**src/rtl/shared_pool_multi_stack_defines.svh**
```systemverilog
// assertion macros for the shared pool multi-stack block
// used by shared_pool_multi_stack.sv; expects clk and rst_n in the including scope
`ifndef SHARED_POOL_MULTI_STACK_DEFINES_SVH
`define SHARED_POOL_MULTI_STACK_DEFINES_SVH
`ifndef SYNTHESIS
// condition implies consequence in the same cycle
`define SPMS_ASSERT_SAME(lbl, ante, cons, msg) \
  lbl: assert property (@(posedge clk) disable iff (!rst_n) (ante) |-> (cons)) \
    else $error(msg);
// condition implies consequence in the next cycle
`define SPMS_ASSERT_NEXT(lbl, ante, cons, msg) \
  lbl: assert property (@(posedge clk) disable iff (!rst_n) (ante) |=> (cons)) \
    else $error(msg);
`else
`define SPMS_ASSERT_SAME(lbl, ante, cons, msg)
`define SPMS_ASSERT_NEXT(lbl, ante, cons, msg)
`endif
`endif

```
**src/rtl/spms_entry_ram.sv**
```systemverilog
// single-port-write, single-port-read entry memory with registered read data
// no dependencies; holds the value and link of every pool entry

module spms_entry_ram #(
  parameter int DEPTH = 128,
  parameter int WIDTH = 39
) (
  input  logic                     clk,
  input  logic                     wr_en,
  input  logic [$clog2(DEPTH)-1:0] wr_addr,
  input  logic [WIDTH-1:0]         wr_data,
  input  logic                     rd_en,
  input  logic [$clog2(DEPTH)-1:0] rd_addr,
  output logic [WIDTH-1:0]         rd_data
);

  logic [WIDTH-1:0] mem [DEPTH];
  logic [WIDTH-1:0] rd_data_r;

  // write port
  always_ff @(posedge clk) begin
    if (wr_en) begin
      mem[wr_addr] <= wr_data;
    end
  end

  // read port, registered read data
  always_ff @(posedge clk) begin
    if (rd_en) begin
      rd_data_r <= mem[rd_addr];
    end
  end

  assign rd_data = rd_data_r;

endmodule

```
**config.mk**
```make
export PLATFORM = sky130hd
export DESIGN_NAME = spms_entry_ram
export DESIGN_NICKNAME = d
export VERILOG_FILES = /design/src/rtl/shared_pool_multi_stack_defines.svh /design/src/rtl/spms_entry_ram.sv
export SDC_FILE = /design/constraint.sdc
export NUM_CORES = 2
export LEC_CHECK = 0
export BUFFER_PORTS_ARGS = -buffer_cell sky130_fd_sc_hd__buf_2
export CAP_MARGIN = 20
export CORE_UTILIZATION = 42
export CTS_CLUSTER_SIZE = 8
export DETAILED_ROUTE_END_ITERATION = 10
export GPL_TIMING_DRIVEN = 0
export SYNTH_ARGS = -nofsm -noshare
export SYNTH_HDL_FRONTEND = slang
export SYNTH_MEMORY_MAX_BITS = 65536
export SYNTH_SLANG_ARGS = --single-unit
```
**constraint.sdc**
```tcl
create_clock -name clk -period 3.8 [get_ports clk]
set_input_delay 0.38 -clock clk [delete_from_list [all_inputs] [get_ports clk]]
set_output_delay 0.38 -clock clk [all_outputs]
set_load 0.05 [all_outputs]
```
==> metrics.cfg <==
[run_status]
status=finished, violations left
violations=negative setup slack

[global_routing]
antenna_found_initial=91
grt_max_degree=105
grt_pass1_vias=89677
grt_pass1_wl_um=721000
grt_usage=0.230
gr-total-overflow=0

[power]
ir_drop_uv=511
leakagePower_nw=69.0
pwr-share-seq=0.499
p_clk_frac=0.445
power_switching_mw=26.5
power_density_mw_per_mm2=548
switching_share=0.215
comb_power_share=0.056
power_mw=123
p_int_mw=96.8

[finish]
final_cells=14561
syn_to_final_growth_pct=17.9
fin_nets=8408
drive_gt1_frac=0.363

[floorplanning]
initial_core_util=0.422
rows=247
die_area_mm2=0.457
die_w_um=676
io-pin-count=95
die_h_um=676
core_area_mm2=0.452

[timing]
clock_skew_ps=39.4
tightest_slew_ps=1180
hold_violations=0
finalCritPeriodShare=1.01
tns_ps=-60.5
timing.fmax_mhz=260
slew_headroom=0.217
period_minus_slack_ps=3850
fin_ws_ps=-46.8
setup_viol=2
final_max_slew_viol_count=0

[critical_path]
crit_path_end=rd_data[23]
crit_start=rd_addr[2]
r2r_setup_slack_ps=810
cp_slowest_stage_delay_ps=780
r2r_start=mem[5][19]
cp.depth=9
path_cells=clkbuf_1 -> buf_2 -> clkbuf_1 -> buf_8 -> clkbuf_1 -> mux4_2 -> mux4_2 -> mux4_2 -> mux2_2
timing.rr.end=rd_data[19]
arrival_ps=4620
crit_fanout=11
cp-start-kind=input port
crit_type=in2reg
worstRegToRegCells=4
cp_num_buf_inv=5
path_delay_family=multiplexers
cpMaxStageDelayCell=mux4_2
cp-end-kind=register
crit_required_ps=4580

[synthesis]
ys.flop_type=edfxtp_1
syn-num-nets=7317
synth_area_mm2=0.191
synth_area_leaders=edfxtp_1 79%, mux4_2 19%, clkbuf_1 0.46%, buf_2 0.25%, nor2_1 0.24%
synth_cells=7261
synthTopCellsByCount=5031 x edfxtp_1, 1638 x mux4_2, 235 x clkbuf_1
yosysMostFrequentCell=edfxtp_1
ys_ff_latch=5031
ys_seq_area_frac=0.792
postSynthAreaPerCell_um2=26.3
synth-edff-count=5031
synth_warnings=0
yosysTopAreaCell=edfxtp_1
synth.top_cell.area_share=0.792
async_reset_ff_frac=0
synth_cell_type_count=16

[cts]
cts_buffer_depth=4
clk_latency_ps=1050
cts_made_buffers=699
cts.clk_slew.worst_paths_ps=50
cts-root-buf=clkbuf_16
cts_max_level=6
clkSinkCount=5031
cts_tree=built

[hold_path]
hold_path_class=in2reg

[placement]
place_inst=13574
numPortBuffers=83
dp_hpwl_um=356000
gp_congestion=0.917

[flow_run]
drv_cap=0

[drt]
viasPerCell=6.04
routed_wl_um=527000
wl_per_cell_um=36.2
drtIter0Drc=12223
vias=87973
antenna_left=0
drc=0
first_pass_iters=6

==> metrics by stage <==
stage	setup WS (ps)	utilization	instance area, um^2	hold slack, ps
2_1_floorplan	-311	-	191000	479
3_5_place_dp	-1350	0.454	205000	709
5_1_grt	-9.98	0.497	225000	102
6_report	-46.8	0.497	225000	129
4_1_cts	8.32	0.496	224000	15.7
3_3_place_gp	-4320	0.439	199000	932
==> cell type report <==
cell class	count	area, um^2
fill	34690	227000
sequential	5031	151000
multi-input combinational	1847	39000
clock buffer	712	17800
tap	5976	7480
timing repair buffer	390	6550
buffer	383	1670
clock inverter	46	757
antenna	176	440
==> sequential cells by signal, indices dropped and copies added (netlist names) <==
register	flops
mem	4992
rd_data	39
==> repair_timing <==
item                                   4_1_cts  5_1_grt
endpoints found under the hold margin     2497        0
hold buffers                                41        0
gates resized for setup                     14       10
buffers inserted                             0        0
setup endpoints to repair                   35        9
==> routing by layer <==
metal	part of all wire	vias up	track usage
met2	0.48	4570	0.364
li1	-	34219	-
met1	0.37	48415	0.307
met4	0.040	10	0.0847
met5	0.00052	-	0
met3	0.11	759	0.0615
==> cell families after synthesis <==
| family | count (synthesis) | share of synthesized area |
|---|---|---|
| flops | 5031 | 0.792 |
| buf+inv | 383 | 0.00831 |
| simple gates | 170 | 0.00365 |
| mux | 1677 | 0.196 |
==> worst register-to-register path, cell delays in order (launching register included) <==
cell	delay, ps
edfxtp_1	360
mux4_2	490
mux4_2	650
mux4_2	800
mux2_2	420
==> placed cells by master, fill, tap and decap left out, drive strengths merged <==
cell type / Yosys / final
buf: 148 / 488
bufinv: 0 / 1
clkbuf: 235 / 952
clkdlybuf4s15: 0 / 4
clkinv: 0 / 20
clkinvlp: 0 / 1
diode: 0 / 176
dlygate4sd3: 0 / 41
edfxtp: 5031 / 5031
inv: 0 / 24
mux2: 39 / 39
mux4: 1638 / 1638
nand2: 14 / 14
nand2b: 2 / 2
nand3: 12 / 12
nand4: 3 / 3
nor2: 122 / 122
nor2b: 7 / 7
nor3: 9 / 9
or3: 1 / 1
==> power groups by stage <==
stage	clock, mW	combinational [mW]	sequential [mW]
finish	54.8	6.88	61.6
global route	57.5	7.07	61.5
CTS	55.4	6.82	61.6
detailed placement	0	6.76	62.6
global placement	0	6.30	62.7
floorplan	0	2.95	62.8
==> worst min path at each step <==
stage | startpoint | endpoint | slack, ps | cells past startpoint
2_1_floorplan | wr_data[0] | mem[0][0] | 480 | 0
3_3_place_gp | rd_data[32] | rd_data[32] | 930 | 1
3_5_place_dp | wr_data[2] | mem[87][2] | 710 | 1
4_1_cts | wr_addr[1] | mem[102][37] | 20 | 3
5_1_grt | wr_addr[1] | mem[78][5] | 100 | 3
6_report | wr_addr[1] | mem[102][37] | 130 | 3
(Power assumes the default switching activity.)
